--- src/design/ctp_sqrt_cell.sv ---
`timescale 1ns / 1ps
`default_nettype none
// ----------------------------------------------------------------------------
// ctp_sqrt_cell: one digit of the integer square root chain
// One root bit per active cell (trial subtract of root + 4^K), registered.
// ----------------------------------------------------------------------------
module ctp_sqrt_cell #(
   parameter int SW     = 32,
   parameter int K      = 0,
   parameter bit ACTIVE = 1'b1
) (
   input  logic          clock,
   input  logic          en,
   input  logic [SW-1:0] rem_i,
   input  logic [SW-1:0] root_i,
   output logic [SW-1:0] rem_o,
   output logic [SW-1:0] root_o
);

   logic [SW-1:0] rem_ff, rem_in;
   logic [SW-1:0] root_ff, root_in;

   generate
      if (ACTIVE) begin : g_digit
         localparam logic [SW-1:0] BIT = SW'(1) << (2 * K);
         logic [SW-1:0] trial;

         always_comb begin
            trial = root_i + BIT;
            if (rem_i >= trial) begin
               rem_in  = rem_i - trial;
               root_in = (root_i >> 1) + BIT;
            end else begin
               rem_in  = rem_i;
               root_in = root_i >> 1;
            end
         end
      end else begin : g_pass
         always_comb begin
            rem_in  = rem_i;
            root_in = root_i;
         end
      end
   endgenerate

   always_ff @(posedge clock) begin
      if (en) begin
         rem_ff  <= rem_in;
         root_ff <= root_in;
      end
   end

   assign rem_o  = rem_ff;
   assign root_o = root_ff;

endmodule
`default_nettype wire

--- config.mk ---
export PLATFORM = sky130hd
export DESIGN_NAME = ctp_sqrt_cell
export DESIGN_NICKNAME = d
export VERILOG_FILES = /design/src/design/ctp_sqrt_cell.sv
export SDC_FILE = /design/constraint.sdc
export NUM_CORES = 1
export LEC_CHECK = 0
export BUFFER_PORTS_ARGS = -buffer_cell sky130_fd_sc_hd__buf_4
export CAP_MARGIN = 20
export CORE_MARGIN = 10
export CORE_UTILIZATION = 35
export DETAILED_ROUTE_END_ITERATION = 10
export GPL_TIMING_DRIVEN = 0
export SYNTH_ARGS = -nofsm -noshare
export SYNTH_HDL_FRONTEND = slang
export SYNTH_SLANG_ARGS = --single-unit
--- constraint.sdc ---
create_clock -name clock -period 5.6 [get_ports clock]
set_clock_uncertainty 0.15 [all_clocks]
set_input_delay 0.56 -clock clock [delete_from_list [all_inputs] [get_ports clock]]
set_output_delay 0.56 -clock clock [all_outputs]
set_load 0.02 [all_outputs]
# == Word-level counts from Yosys, hierarchy flattened ==
# Cells that the tools add are included.
# classes
mux,2
order_cmp,1
addsub,3
# op_table
operator,n
$add A31 B1 Y32 const B,1
$add A32 B1 Y32 const B,1
$ge A32 B32 Y1,1
$mux W32,1
$sub A32 B32 Y32,1
$mux W31,1
# word_totals
ff_bits,64
output_inout_bits,64
elab_cells,9
inputBits,66

# == Longest topological paths before layout ==
# depth
ltp_word,3
mapped_depth,21
depth_no_buf,18

# == Worst setup path after synthesis ==
# No wires, ideal clock.
# synth_timing
path_kind,in2reg
start,in root_i[11]
end,reg root_ff[9] (netlist: root_o[9]) (data pin)
required_ps,5189
path_buffers,4
slack_ps,1015
t_arrival_ps,4174
cell_stages,21
setup_time_ps,261
path_cell_list,clkbuf_1 > and4_1 > nand2_1 > nor4_1 > and3_1 > nand3_1 > nor2_1 > nand2_1 > xor2_1 > ha_1 > clkbuf_1 > a21o_1 > a211o_1 > nor2_1 > o31ai_1 > o21ai_1 > a21o_1 > buf_6 > buf_6 > nor2_1 > xor2_1
# synth_between
elab_chain_cells,3
# synth_rtl
element,line_no,rtl
start: declaration,15,"input logic [SW-1:0] root_i,"
$add A32 B1 Y32,29,trial = root_i + BIT;
$ge A32 B32 Y1,30,if (rem_i >= trial) begin
$mux W31,30,
net root_in[9],21,"logic [SW-1:0] root_ff, root_in;"
end signal: assignment,49,root_ff <= root_in;
end: declaration,21,
# The timed path passes the listed nets, and every way through them passes these cells.
# A chain may end at the register's enable or synchronous reset.

# == Final worst setup path ==
# layout_timing
start,in root_i[11]
end,reg rem_ff[28] (netlist: rem_o[28]) (data pin)
# layout_between
elab_chain_cells,3
word_cells_on_any_way,4
classes_between,2 x add/sub; 1 x order compare; 1 x mux
# layout_rtl
element,line_no,rtl
$add A32 B1 Y32 (*),29,
$sub A32 B32 Y32 / $ge A32 B32 Y1 (equally long branches),"31, 30",
$mux W32 (*),30,
net rem_in[28],20,"logic [SW-1:0] rem_ff, rem_in;"
end signal: assignment,48,rem_ff <= rem_in;
end: declaration,20,
# Mark *: on every way through the listed nets, which the timed path passes. The rest lies on a longest branch.

==> impl_metrics.json <==
{
  "ant_nets": 0,
  "first_global_vias": 4966,
  "pre_cts_slack_ns": -0.234,
  "synthTopCellsByArea": "edfxtp_1 37%, xnor2_1 8.6%, ha_1 8.1%, nand2_1 6.5%, xor2_1 5.7%",
  "synth.cell_area_mm2": 0.00522,
  "finalInstanceArea_mm2": 0.00668,
  "cts-buffers-inserted": 9,
  "grt_antenna_before_repair": 0,
  "dr.first_iter.drc_count": 375,
  "wl_mm": 17.2,
  "cts_resized": 0,
  "setup_ws_ns": 0.405,
  "dr.pass1.iters": 5,
  "leakage_nw": 2.66,
  "status": "finished clean",
  "syn_inst": 581,
  "cap_violations": 0,
  "cpPeakStageDelay_ns": 0.43,
  "synth_top_area_share": 0.368,
  "die_x_um": 142,
  "post-dp-hpwl_mm": 13.8,
  "cts_tree": "built",
  "grt_util_met1": 0.212,
  "synth_area_leader_cell": "edfxtp_1",
  "ys_ff_latch": 64,
  "gp_congestion": 0.907,
  "min_period_ns": 5.19,
  "ys_types": 53,
  "initial_core_util": 0.358,
  "critPathCaptureType": "flip-flop",
  "ys_seq_area_frac": 0.368,
  "die_area_mm2": 0.0202,
  "nets": 815,
  "ioPinCount": 130,
  "setup-violations-final": 0,
  "min_path_type": "primary input to flip-flop",
  "clockRootBuffer": "clkbuf_16",
  "area_growth_pct": 27.9,
  "gr-total-overflow": 0,
  "drc": 0,
  "slew_headroom": 0.455,
  "slew_viol_final": 0,
  "drive_gt1_frac": 0.229,
  "ys_top_cells_by_count": "91 x nand2_1, 64 x edfxtp_1, 51 x xnor2_1",
  "fin_setup_tns_ns": 0,
  "worstMarginPinSlew_ns": 0.817,
  "yosysWarnings": 0,
  "num_rows": 44,
  "async_flop_share": 0,
  "yosysMostFrequentCell": "nand2_1",
  "total_power_mw": 1.76,
  "top_usage_layer": "met2",
  "ir_drop_v": 0.000134,
  "port-buffer-count": 122,
  "clk_pin_slew_ns": 0.06,
  "cts_setup_buffers": 0,
  "startpoint_type": "primary input",
  "syn_avg_cell_area_um2": 8.99,
  "grt_usage": 0.167,
  "cts.path.max_buffers": 2,
  "crit_type": "primary input to flip-flop",
  "clkSinkCount": 64,
  "vias_per_cell": 5.44,
  "syn_nets": 682,
  "place_inst": 887,
  "die_h_um": 142,
  "place_area_mm2": 0.00637,
  "worstPathArrival_ns": 5.13,
  "critPathMaxFanout": 10,
  "hold_buffers": 0,
  "stdcell_count": 903,
  "final_core_util": 0.458,
  "crit_path_frequent_cell": "nand2_1",
  "met2_usage": 0.265,
  "synth-edff-count": 64,
  "cp_slowest_cell": "nor4_4",
  "rsz0062_at_grt": "false",
  "worstPathRequired_ns": 5.54,
  "grt_pass1_wl_mm": 26.8,
  "use_met3": 0.0467,
  "hold_slack_ns": 0.360,
  "h-tree-depth": 3,
  "via_count": 4915,
  "path_cells": "clkbuf_1, and4_1, nand2_1, nor4_4, and3_1, nand3_1, nor2_1, nand2_1, xor2_1, ha_1, clkbuf_1, a21o_1, a211o_1, nor2_1, o31ai_1, o21ai_1, a21o_1, buf_6, buf_2, nand2_1, o31ai_1",
  "core_mm2": 0.0146,
  "antenna-diode-count": 0,
  "grt_max_degree": 65,
  "fin_crit_sh": 0.928,
  "fmax_mhz": 193,
  "fill_cells": 1429,
  "hold_viol_final": 0,
  "power.density_mw_per_mm2": 263,
  "synth_ff_type": "edfxtp_1",
  "wl_per_cell_um": 19.1
}
## path summary, 6_finish.rpt
path / start / depth (start not counted) / end / slack (ns)
setup / recovery: root_i[11] / 21 / rem_o[28] / 0.41
hold / removal: root_i[31] / 2 / root_o[30] / 0.36
## cell families after synthesis
kind of cell    synth area share
simple gates               0.206
fa+ha+maj                 0.0853
compound gates             0.160
flops                      0.368
xor+xnor                   0.143
mux                      0.00192
buf+inv                   0.0374
## power breakdown
part,switching [mW],total (mW),internal [mW]
registers,0.0151,0.613,0.598
clock network,0.216,0.558,0.342
logic,0.356,0.588,0.232
## worst max-delay path: cells and delay by family
family	cells	cell delay, ns
XOR/XNOR	1	0.20
AND/OR/NAND/NOR	9	1.86
adder cells (fa/ha/maj)	1	0.26
buffers and inverters	4	0.94
AO/OA/AOI/OAI	6	1.31
## state kept, by name (all words and copies together), names as in the netlist
name,flops
root_o,32
rem_o,32
## area by class of cell
class                   count  area (um2)  area share
repair buffers            122         916       0.137
well taps                 184         230      0.0345
clock inverters             6        60.1     0.00899
flip-flops and latches     64        1920       0.288
inverters                  14        52.6     0.00787
plain buffers              29         143      0.0213
clock buffers              10         229      0.0343
multi-input cells         474        3130       0.468
## cells in the final DEF (no fill, tap or decap), types with 4 or more instances in the layout
master     instances
nor3_2             4
xor2_1            34
xnor2_1           51
o31ai_1           10
clkbuf_16          9
buf_2              9
o21ai_0           44
nand4_1           22
a21oi_1           30
and3_1             8
a211oi_1           4
clkbuf_1          16
nor2_1            40
o21bai_1           5
nor3_1             7
and4_1             4
nor4_1             7
edfxtp_1          64
or3_1              6
a21o_1             9
nand2_1           91
o21a_1             4
or2_2              4
inv_1             14
nand3_1           18
buf_4            124
ha_1              34
## metal layers
layer  share of wire  wire length [um]
met5               0                 0
met4           0.023               388
met3           0.069              1180
met2            0.46              7970
met1            0.45              7690
Power figures use the tool's default switching activity.
