--- config.mk ---
export PLATFORM = sky130hd
export DESIGN_NAME = ctp_cordic_cell
export DESIGN_NICKNAME = d
export VERILOG_FILES = /design/src/design/ctp_pkg.sv /design/src/design/ctp_cordic_cell.sv
export SDC_FILE = /design/constraint.sdc
export NUM_CORES = 1
export LEC_CHECK = 0
export BUFFER_PORTS_ARGS = -buffer_cell sky130_fd_sc_hd__clkbuf_2
export CORE_MARGIN = 8
export CORE_UTILIZATION = 35
export DETAILED_ROUTE_END_ITERATION = 16
export PLACE_DENSITY = 0.53
export SYNTH_ARGS = -nofsm -noshare
export SYNTH_HDL_FRONTEND = slang
export SYNTH_SLANG_ARGS = --single-unit
export TNS_END_PERCENT = 100
--- constraint.sdc ---
create_clock -name clock -period 5.7 [get_ports clock]
set_clock_uncertainty 0.2 [all_clocks]
set_input_delay 0.855 -clock clock [delete_from_list [all_inputs] [get_ports clock]]
set_output_delay 0.855 -clock clock [all_outputs]
set_load 0.02 [all_outputs]
--- src/design/ctp_pkg.sv ---
`timescale 1ns / 1ps
`default_nettype none
// ----------------------------------------------------------------------------
// ctp_pkg: shared constants and types for the complex to polar converter
// Widths, CORDIC arctangent table, rounding constants and pipeline flags.
// ----------------------------------------------------------------------------
package ctp_pkg;

   localparam int SAMPLE_WIDTH_DEF     = 16;
   localparam int ANGLE_ITERATIONS_DEF = 16;

   localparam int MAG_WIDTH   = 16;
   localparam int PHASE_WIDTH = 16;

   // CORDIC datapath: samples are scaled up to a common fixed point
   localparam int CORDIC_SCALE = 60;
   localparam int CORDIC_WIDTH = 62;

   // angle accumulator, Q2.30 radians with headroom
   localparam int ANGLE_WIDTH = 34;
   localparam int ANGLE_DROP  = 17;
   localparam int TAB_DEPTH   = 32;

   localparam logic [ANGLE_WIDTH-1:0] PI_Q30     = 34'd3373259426;
   localparam logic [ANGLE_WIDTH-1:0] ROUND_HALF = ANGLE_WIDTH'(1) << (ANGLE_DROP - 1);
   localparam logic [PHASE_WIDTH-1:0] PHASE_MAX  = 16'd25736;

   // atan(2^-i) * 2^30, truncated
   localparam logic [ANGLE_WIDTH-1:0] ATAN_TAB [TAB_DEPTH] = '{
      34'h03243F6A8, 34'h01DAC6705, 34'h00FADBAFC, 34'h007F56EA6,
      34'h003FEAB76, 34'h001FFD55B, 34'h000FFFAAA, 34'h0007FFF55,
      34'h0003FFFEA, 34'h0001FFFFD, 34'h0000FFFFF, 34'h00007FFFF,
      34'h00003FFFF, 34'h00001FFFF, 34'h00000FFFF, 34'h000007FFF,
      34'h000003FFF, 34'h000001FFF, 34'h000000FFF, 34'h0000007FF,
      34'h0000003FF, 34'h0000001FF, 34'h0000000FF, 34'h00000007F,
      34'h00000003F, 34'h00000001F, 34'h00000000F, 34'h000000008,
      34'h000000004, 34'h000000002, 34'h000000001, 34'h000000000
   };

   // special cases carried alongside a request
   typedef struct packed {
      logic zero;
      logic axis;
      logic neg;
   } flag_type;

endpackage
`default_nettype wire

--- src/design/ctp_cordic_cell.sv ---
`timescale 1ns / 1ps
`default_nettype none
// ----------------------------------------------------------------------------
// ctp_cordic_cell: one vectoring micro-rotation of the CORDIC chain
// If ACTIVE, rotates toward x axis by atan(2^-ITER), accumulates the angle.
// ----------------------------------------------------------------------------
module ctp_cordic_cell #(
   parameter int ITER   = 0,
   parameter bit ACTIVE = 1'b1
) (
   input  logic                                        clock,
   input  logic                                        en,
   input  logic signed [ctp_pkg::CORDIC_WIDTH-1:0]     x_i,
   input  logic signed [ctp_pkg::CORDIC_WIDTH-1:0]     y_i,
   input  logic signed [ctp_pkg::ANGLE_WIDTH-1:0]      z_i,
   output logic signed [ctp_pkg::CORDIC_WIDTH-1:0]     x_o,
   output logic signed [ctp_pkg::CORDIC_WIDTH-1:0]     y_o,
   output logic signed [ctp_pkg::ANGLE_WIDTH-1:0]      z_o
);

   logic signed [ctp_pkg::CORDIC_WIDTH-1:0] x_ff, x_in;
   logic signed [ctp_pkg::CORDIC_WIDTH-1:0] y_ff, y_in;
   logic signed [ctp_pkg::ANGLE_WIDTH-1:0]  z_ff, z_in;

   generate
      if (ACTIVE) begin : g_rot
         localparam logic [4:0] TAB_IDX = 5'(ITER);
         localparam logic signed [ctp_pkg::ANGLE_WIDTH-1:0] ANG =
            ctp_pkg::ATAN_TAB[TAB_IDX];
         logic signed [ctp_pkg::CORDIC_WIDTH-1:0] xs;
         logic signed [ctp_pkg::CORDIC_WIDTH-1:0] ys;

         always_comb begin
            xs = x_i >>> ITER;
            ys = y_i >>> ITER;
            if (!y_i[ctp_pkg::CORDIC_WIDTH-1]) begin
               x_in = x_i + ys;
               y_in = y_i - xs;
               z_in = z_i + ANG;
            end else begin
               x_in = x_i - ys;
               y_in = y_i + xs;
               z_in = z_i - ANG;
            end
         end
      end else begin : g_pass
         always_comb begin
            x_in = x_i;
            y_in = y_i;
            z_in = z_i;
         end
      end
   endgenerate

   always_ff @(posedge clock) begin
      if (en) begin
         x_ff <= x_in;
         y_ff <= y_in;
         z_ff <= z_in;
      end
   end

   assign x_o = x_ff;
   assign y_o = y_ff;
   assign z_o = z_ff;

endmodule
`default_nettype wire

=== Yosys cells after proc, flatten, opt, wreduce, memory -nomap -nowiden ===
Index checks and enable logic that the tools add are counted.

* Register bits: 158
* Input bits: 160
* Output and inout port bits: 158
* Word-level logic and storage cells: 11

* $add $sub $neg: 5
* Muxes and demuxes: 3

{| class="wikitable"
|+ Operator list
! operator !! number
|-
| 2-to-1 mux 62 bit || 2
|-
| subtractor 62 bit || 2
|-
| adder 62 bit || 1
|-
| adder 34 x 31 -> 34 bit (second input constant) || 1
|-
| 2-to-1 mux 34 bit || 1
|-
| subtractor 34 x 31 -> 34 bit (second input constant) || 1
|}

=== Depth between registers and ports, before layout ===
Gate-level depths: netlist of run 1.

* Depth in word-level cells: 2
* Depth in mapped cells: 15
* Gate-level depth less buffers: 14

=== Least setup slack after synthesis of run 1 ===
No wires, ideal clock.

* Path kind: input-to-reg
* Start point: input port y_i[61] in the netlist's numbering
* End point: register z_ff (netlist bit z_o[33]) (data pin)
* Setup time: 271 ps
* Data arrival time: 3798 ps
* Data required time: 5229 ps
* Setup slack: 1431 ps
* Cell stages on the path: 15
* Buffers on the path: 2
* Cell sequence: inv_1 clkbuf_1 buf_2 ha_1 nor2b_1 o21ai_0 a21boi_1 o31ai_1 o2bb2ai_1 o21ai_1 a211o_1 a31oi_1 a21oi_1 nor4_1 a311oi_1

* Longest elaborated chain between the ends: 1

{| class="wikitable"
|+ Ends and longest elaborated chain
! what !! RTL line !! RTL
|-
| start: declaration || ctp_cordic_cell.sv:14 || <nowiki>input logic signed [ctp_pkg::CORDIC_WIDTH-1:0] y_i,</nowiki>
|-
| 2-to-1 mux 34 bit || ctp_cordic_cell.sv:36 || <nowiki>if (!y_i[ctp_pkg::CORDIC_WIDTH-1]) begin</nowiki>
|-
| net z_in, one bit || ctp_cordic_cell.sv:23 || <nowiki>logic signed [ctp_pkg::ANGLE_WIDTH-1:0] z_ff, z_in;</nowiki>
|-
| end signal: assignment || ctp_cordic_cell.sv:59 || <nowiki>z_ff <= z_in;</nowiki>
|-
| end: declaration || ctp_cordic_cell.sv:23 ||
|}

The timed path passes the listed nets, and every way through them passes these cells.
A chain may end at the register's enable or synchronous reset.

=== Worst setup path after layout of run 1 ===
* Start point: input port x_i[1] in the netlist's numbering
* End point: register x_ff (netlist bit x_o[47]) (data pin)

* Longest elaborated chain between the ends: 2
* Elaborated cells between the ends (all ways): 3
* Classes of those cells: 2 x add/sub; 1 x mux

{| class="wikitable"
|+ Ends and longest elaborated chain
! what !! RTL line !! RTL
|-
| start: declaration || ctp_cordic_cell.sv:13 || <nowiki>input logic signed [ctp_pkg::CORDIC_WIDTH-1:0] x_i,</nowiki>
|-
| adder 62 bit or subtractor 62 bit (tied branches) || ctp_cordic_cell.sv:37, ctp_cordic_cell.sv:41 ||
|-
| 2-to-1 mux 62 bit * || ctp_cordic_cell.sv:36 ||
|-
| net x_in, one bit || ctp_cordic_cell.sv:21 || <nowiki>logic signed [ctp_pkg::CORDIC_WIDTH-1:0] x_ff, x_in;</nowiki>
|-
| end signal: assignment || ctp_cordic_cell.sv:57 || <nowiki>x_ff <= x_in;</nowiki>
|-
| end: declaration || ctp_cordic_cell.sv:21 ||
|}

Mark *: on every way through the listed nets, which the timed path passes. The rest lies on a longest branch.

==> impl_metrics.ini, run 1 <==
[finish]
n_antenna_cell = 0
drive_gt1_share_pct = 16.8
area_growth_pct = 15.9
utilization_pct = 40.7
final_net_count = 2858
finalNonFillerCells = 3174

[detailed_routing]
wl_per_cell_um = 23.5
drtPass1Iterations = 6
drtIter0Drc = 1592
postRouteAntennaNets = 0
via_per_inst = 5.74
drc = 0
routed_wl_mm = 74.7
via_count = 18200

[cts]
cts_tree = yes
cts.clk_slew.worst_paths_ns = 0.07
htree_levels = 4
hold_buffers = 0
cts-buffers-inserted = 17
postCtsResizedCells = 0
root_buffer = clkbuf_16
cts_max_path_buffers = 2
clock_sinks = 157
cts_setup_buffers = 0

[placement]
post-dp-hpwl_mm = 60.2
portBuffers = 317
gp_congestion = 0.960
dpl.cell_count = 3143

[floorplanning]
dieWidth_um = 242
io_pins = 318
design.core.area_sq_um = 50900
die_area_sq_um = 58600
fp-row-count = 83
fp.dieH_um = 242
start_util_pct = 35.1

[timing]
finalCritPeriodShare_pct = 81.6
max_freq_mhz = 215
timing_hold_violations_final = 0
rsz0062_at_grt = no
slew_headroom_pct = 24.5
setup_viol = 0
worst_hold_slack_ns = 0.336
worst_slew_pin_slew_ns = 1.12
fin_tns_setup_ns = 0
layout_min_cycle_time_ns = 4.65
maxSlewViolCount = 0

[global_route]
grt_max_degree = 182
grt_pass1_wl_mm = 113
grt_pass1_vias = 18000
track_usage_pct = 24.5
grt_overflow_total = 0
antenna_found_initial = 1

[synth]
syn_area_sq_um = 17900
synth-async-reset-ratio_pct = 0
avgSynthCellArea_sq_um = 8.07
yosys_warnings = 0
postSynthCellCount = 2216
yosysMostFrequentCell = a21oi_1
netlist_top_cells_count = a21oi_1, ha_1, inv_1
ys_types = 85
synth_nets = 2592
ys.flop_type = edfxtp_1
netlist.area_leader.share_pct = 26.4
synth_area_leaders = edfxtp_1, ha_1, a21oi_1
synth-edff-count = 157
ys_seq_elements = 157
ys_seq_area_share_pct = 26.4
netlist.top_cell.by_area = edfxtp_1

[worst_setup_path]
path_cells = clkbuf_2 -> inv_1 -> ha_1 -> nor2b_1 -> o21ai_1 -> a21oi_1 -> o21ai_1 -> a2111oi_2 -> nor3_1 -> o31ai_2 -> a21oi_1 -> o31ai_2 -> nand4_1 -> or3b_1
cp_slowest_cell = a21oi_1
crit_type = in2reg
end_kind = flip-flop
required_ns = 5.74
crit_fanout = 6
cpPeakStageDelay_ns = 0.82
cp-start-kind = input pin
cp_data_arrival_time_ns = 4.70

[worst_hold_path]
min_path_type = in2reg
hold_path_end = z_o[1]
holdCritStartpoint = z_i[1]
min_path_cells = 1

[power_and_ir_drop]
peakVddDrop_mv = 0.216
power_density_nw_per_um2 = 247
p_leak_nw = 8.99

[job]
drv_cap = 0

[run_status]
status = finished clean
[sequential cells by signal, summed over array words and instances (netlist names)]
name / count
y_o: 61
x_o: 62
z_o: 34
[where the power goes]
part / total (mW) / internal, mW / switching, mW
Combinational: 2.27 / 0.743 / 1.53
Sequential: 1.61 / 1.54 / 0.0719
Clock: 1.24 / 0.650 / 0.585
Total: 5.12 / 2.93 / 2.19
[worst max-delay path, delay by kind of cell]
kind,cells,cell delay (ns)
simple gates,4,1.18
buf+inv,2,0.26
fa+ha+maj,1,0.33
compound gates,7,2.08
[placed cells by master (no fill, tap or decap), drive strengths merged, types with 11 or more instances in the layout]
cell	synthesis	final
nand3	36	36
or2	12	12
ha	212	212
o21bai	71	71
nor2	181	181
inv	204	209
edfxtp	157	157
a31oi	18	18
nor4	33	33
a211oi	22	22
a21oi	307	307
nand2b	20	20
xnor2	127	127
o211ai	27	27
clkbuf	51	332
o31ai	29	29
a21o	42	42
xor2	15	15
o21a	18	18
nand2	123	123
or3	11	11
nor2b	28	28
nand4	48	48
mux2i	30	30
a21boi	12	12
nor3	46	46
o21ai	179	179
buf	46	29
[worst max path at each step]
| stage | end | start | cells after the start | slack [ns] |
|---|---|---|---|---|
| CTS | x_o[60] | x_i[0] | 14 | 1.19 |
| global placement | x_o[47] | x_i[16] | 14 | 0.71 |
| floorplan | z_o[33] | y_i[61] | 15 | 1.43 |
| detailed placement | x_o[60] | x_i[0] | 14 | 0.64 |
| global route | x_o[47] | x_i[16] | 14 | 0.87 |
| finish | x_o[47] | x_i[1] | 14 | 1.05 |
[cell families (layout without fill, tap and decap cells)]
logic type,after synthesis,count (layout),synth area share (%)
AND/OR/NAND/NOR,562,562,15.2
buffers and inverters,305,583,6.62
flip-flops,157,157,26.4
AO/OA/AOI/OAI,802,802,27.8
adder cells (fa/ha/maj),216,216,15.3
XOR/XNOR,142,142,6.95
multiplexers,32,32,1.81
[per-stage QoR]
stage	instance area (sq um)	total power [mW]	setup slack (ns)
3_3_place_gp	20100	3.88	0.706
4_1_cts	20700	5.14	1.19
2_1_floorplan	17900	3.04	1.43
5_1_grt	20700	5.37	0.868
3_5_place_dp	20100	3.87	0.640
6_report	20700	5.12	1.05
[area by class of cell]
class	count	area (sq um)
Tap cell	680	851
Sequential cell	157	4710
Clock inverter	14	159
Multi-Input combinational cell	1754	12000
Timing Repair Buffer	344	1810
Inverter	208	781
Clock buffer	17	425
Fill cell	5304	30200
[metal layers]
metal	track usage, %	routed length, um	vias up
met5	0	0	-
met4	6.95	1740	0
met1	32.9	33800	8808
li1	-	-	8559
met3	4.11	4790	94
met2	40.0	34400	772
Power figures use the tool's default switching activity.
==> run 2: changes to the inputs <==
ABC_AREA = 1   (was not set)
PLACE_DENSITY = 0.52   (was 0.53)
clock period = 4.4 ns   (was 5.7 ns; I/O delays follow)
==> impl_metrics.ini, run 2 <==
[power_and_ir_drop]
power_density_nw_per_um2 = 269
p_leak_nw = 15.3
peakVddDrop_mv = 0.214
p_total_mw = 7.19

[floorplanning]
dieWidth_um = 276
io_pins = 318
design.core.area_sq_um = 67200
die_area_sq_um = 76400
fp.dieH_um = 276
fp-row-count = 95
start_util_pct = 35.4

[timing]
layout_min_cycle_time_ns = 3.39
final.setup.worst_slack_ns = 1.01
rsz0062_at_grt = no
max_freq_mhz = 295
fin_tns_setup_ns = 0
worst_hold_slack_ns = 0.137
slew_headroom_pct = 33.5
timing_hold_violations_final = 0
finalCritPeriodShare_pct = 77.1
setup_viol = 0
maxSlewViolCount = 0
worst_slew_pin_slew_ns = 0.998

[synth]
ys_seq_elements = 157
netlist.area_leader.share_pct = 24.4
synth-async-reset-ratio_pct = 0
netlist.top_cell.by_area = nand2_1
synth_nets = 4474
ys_types = 52
synth-edff-count = 157
ys_seq_area_share_pct = 19.9
avgSynthCellArea_sq_um = 5.79
postSynthCellCount = 4098
yosys_warnings = 0
synth_area_leaders = nand2_1, edfxtp_1, inv_1
yosysMostFrequentCell = nand2_1
netlist_top_cells_count = nand2_1, inv_1, nand3_1
ys.flop_type = edfxtp_1
syn_area_sq_um = 23700

[worst_setup_path]
crit_path_end = x_o[46]
cp-start-kind = input pin
critPathLaunch = x_i[0]
crit_fanout = 5
crit_type = in2reg
required_ns = 4.46
cp_data_arrival_time_ns = 3.45
end_kind = flip-flop

[placement]
portBuffers = 317
post-dp-hpwl_mm = 90.8
post-place-ws_ns = 0.656
dpl-instance-area_sq_um = 26100
gp_congestion = 0.999
dpl.cell_count = 5229

[cts]
cts-buffers-inserted = 17
hold_buffers = 0
htree_levels = 4
postCtsResizedCells = 0
cts.clk_slew.worst_paths_ns = 0.08
cts_setup_buffers = 0
cts_tree = yes
root_buffer = clkbuf_16
clock_sinks = 157
cts_max_path_buffers = 2

[job]
drv_cap = 0

[run_status]
status = finished clean

[global_route]
grt_pass1_vias = 25500
track_usage_pct = 26.6
grt_pass1_wl_mm = 155
antenna_found_initial = 4
grt_overflow_total = 0
grt_max_degree = 75

[finish]
fin_area_sq_um = 26700
utilization_pct = 39.8
largest_register_ffs = 62
final_net_count = 4751
layout_commonest_cell = nand2_1
final_cell_mix = nand2_1, inv_1, clkbuf_2, nand3_1, nor2_1
drive_gt1_share_pct = 11.8
area_growth_pct = 12.4
finalNonFillerCells = 5263

[detailed_routing]
wl_per_cell_um = 20.0
drtPass1Iterations = 7
routed_wl_mm = 105
drc = 0
route.met3.wl_mm = 7.06
m1WireLength_mm = 46.5
drtIter0Drc = 2316
top_layer = met4
via_count = 26200
wl_met2_mm = 47.6
via_per_inst = 4.97
postRouteAntennaNets = 0

[worst_hold_path]
min_path_type = in2reg
[run 2: cell count changes in the layout (fill, tap and decap cells not counted), sizes merged, moves of 27 or more]
cell / change
a21oi: -103
o31ai: -27
nand2: +1448
inv: +679
mux2i: -30
nand3: +279
o21bai: -48
nor2b: -28
nor2: +110
nor4: -31
a21o: -36
xnor2: -121
xor2: +46
[run 2: report_power, final]
group,internal [mW],switching (mW),total (mW)
clock network,0.857,0.810,1.67
logic,0.980,2.51,3.49
registers,1.94,0.0962,2.04
total,3.78,3.42,7.19
[run 2: layer usage]
layer  track usage (%)  vias up
li1                  -    13100
met1              34.6    11900
met2              44.1      957
met3              4.25      144
met4              9.94        0
met5                 0        -
[run 2: kinds of logic after synthesis]
| kind of cell | synth area share [%] |
|---|---|
| flops | 19.9 |
| buf+inv | 16.3 |
| xor+xnor | 2.50 |
| simple gates | 40.5 |
| compound gates | 9.33 |
| fa+ha+maj | 11.5 |
[run 2: worst min path at each step]
| stage | to | slack [ns] | from | depth (start not counted) |
|---|---|---|---|---|
| global placement | z_o[1] | 0.64 | z_i[1] | 1 |
| floorplan | z_o[0] | 0.56 | z_i[0] | 0 |
| detailed placement | z_o[1] | 0.64 | z_i[1] | 1 |
| CTS | z_o[1] | 0.09 | z_i[1] | 1 |
| global route | z_o[2] | 0.12 | z_i[2] | 1 |
| finish | z_o[1] | 0.14 | z_i[1] | 1 |
[run 2: layout make-up]
type	count	area, sq um
fill	7635	40500
multi-input combinational	2974	15200
sequential	157	4710
inverter	883	3320
timing repair buffer	342	1800
tap	873	1090
clock buffer	17	425
clock inverter	15	181
antenna	2	5.00
[run 2: worst max-delay path, cell delays in order]
cell and delay (ns):
clkbuf_2 0.11, inv_1 0.05, ha_1 0.22, fa_1 0.41, inv_1 0.30, nand2_1 0.09, nand3_1 0.31, inv_1 0.20
o21bai_1 0.57, nand2_1 0.17, nand3_1 0.14, nand2_1 0.06, nand3_1 0.09, nand2_1 0.07
==> run 3: changes to the inputs <==
clock period = 3.3 ns   (was 4.4 ns; I/O delays follow)
==> impl_metrics.ini, run 3 (synthesis gave the netlist of run 2 again) <==
[placement]
post-dp-hpwl_mm = 92.7
gp_congestion = 1.00
post-place-ws_ns = -0.103
portBuffers = 317

[cts]
cts-buffers-inserted = 17
root_buffer = clkbuf_16
cts_tree = yes
cts_max_path_buffers = 2
cts.clk_slew.worst_paths_ns = 0.07
cts_setup_buffers = 0
htree_levels = 4
clock_sinks = 157

[timing]
layout_min_cycle_time_ns = 3.04
fin_tns_setup_ns = 0
max_freq_mhz = 329
rsz0062_at_grt = no
finalCritPeriodShare_pct = 92.0
worst_slew_pin_slew_ns = 0.933
maxSlewViolCount = 0
timing_hold_violations_final = 0
slew_headroom_pct = 37.8
setup_viol = 0
final.setup.worst_slack_ns = 0.264

[finish]
final_cell_mix = nand2_1, inv_1, clkbuf_2, nand3_1, nor2_1
area_growth_pct = 18.3
drive_gt1_share_pct = 15.0
largest_register_ffs = 62
final_net_count = 4920
layout_commonest_cell = nand2_1
utilization_pct = 41.8

[worst_hold_path]
min_path_type = in2reg

[floorplanning]
start_util_pct = 35.4
io_pins = 318
die_area_sq_um = 76400
design.core.area_sq_um = 67200
fp.dieH_um = 276
dieWidth_um = 276
fp-row-count = 95

[power_and_ir_drop]
peakVddDrop_mv = 0.297
p_total_mw = 10.1
power_density_nw_per_um2 = 359
p_leak_nw = 16.2

[worst_setup_path]
crit_type = in2reg
end_kind = flip-flop
crit_path_end = y_o[21]
crit_fanout = 7
cp_data_arrival_time_ns = 3.05
required_ns = 3.32
cp-start-kind = input pin
critPathLaunch = x_i[18]

[global_route]
grt_pass1_vias = 25800
grt_pass1_wl_mm = 157
antenna_found_initial = 4
grt_overflow_total = 0
track_usage_pct = 26.8
grt_max_degree = 75

[job]
drv_cap = 0

[run_status]
status = finished clean

[detailed_routing]
drtIter0Drc = 2091
postRouteAntennaNets = 0
drtPass1Iterations = 6
drc = 0
wl_per_cell_um = 19.6
via_count = 26400
via_per_inst = 4.86
routed_wl_mm = 106
==> run 3: worst min path at each step <==
stage / start / to / slack [ns] / depth (start not counted)
CTS: z_i[3] / z_o[3] / 0.09 / 2
finish: z_i[3] / z_o[3] / 0.12 / 2
global route: z_i[3] / z_o[3] / 0.12 / 2
floorplan: z_i[0] / z_o[0] / 0.39 / 0
detailed placement: z_i[2] / z_o[2] / 0.47 / 1
global placement: z_i[1] / z_o[1] / 0.47 / 1
==> run 3: repair_timing <==
item / CTS / global route
resized for setup: 0 / 0
hold endpoints to repair: 3 / 0
hold buffers: 3 / 0
==> run 3: cell type report <==
class	count	area, sq um
fillers	7557	39100
multi-input cells	2974	15200
flip-flops and latches	157	4710
inverters	883	3320
repair buffers	511	3120
well taps	873	1090
clock buffers	17	425
clock inverters	15	248
diodes	4	10.0
==> run 3: through the flow <==
step | std cells | hold WS (ns) | cell area [sq um]
2_1_floorplan | 4098 | 0.394 | 23700
3_3_place_gp | 5395 | 0.473 | 27400
3_5_place_dp | 5395 | 0.474 | 27400
4_1_cts | 5430 | 0.0931 | 28100
5_1_grt | 5434 | 0.117 | 28100
6_report | 5434 | 0.121 | 28100
==> run 3: layer usage <==
metal  track usage (%)  wire, um  vias up
li1                  -         -    13500
met1              34.7     47900    12000
met2              45.3     49100      847
met3              3.83      6160      110
met4              9.19      3320        0
met5                 0         0        -
==> run 3: report_power, final <==
group	switching, mW	internal (mW)	leakage [nW]
Clock	1.08	1.37	0.331
Sequential	0.109	2.58	1.53
Combinational	3.41	1.53	14.3
Total	4.60	5.49	16.2
==> run 3: worst max-delay path, stage by stage <==
cell and delay [ns]:
clkbuf_2 0.13, inv_1 0.05, ha_1 0.30, buf_4 0.19, nand2_1 0.07, nand2_1 0.15, nand2_1 0.10, nand2_1 0.12
inv_1 0.08, nand2_1 0.08, inv_1 0.09, nand3_1 0.33, o21ai_0 0.67, o21ai_0 0.18
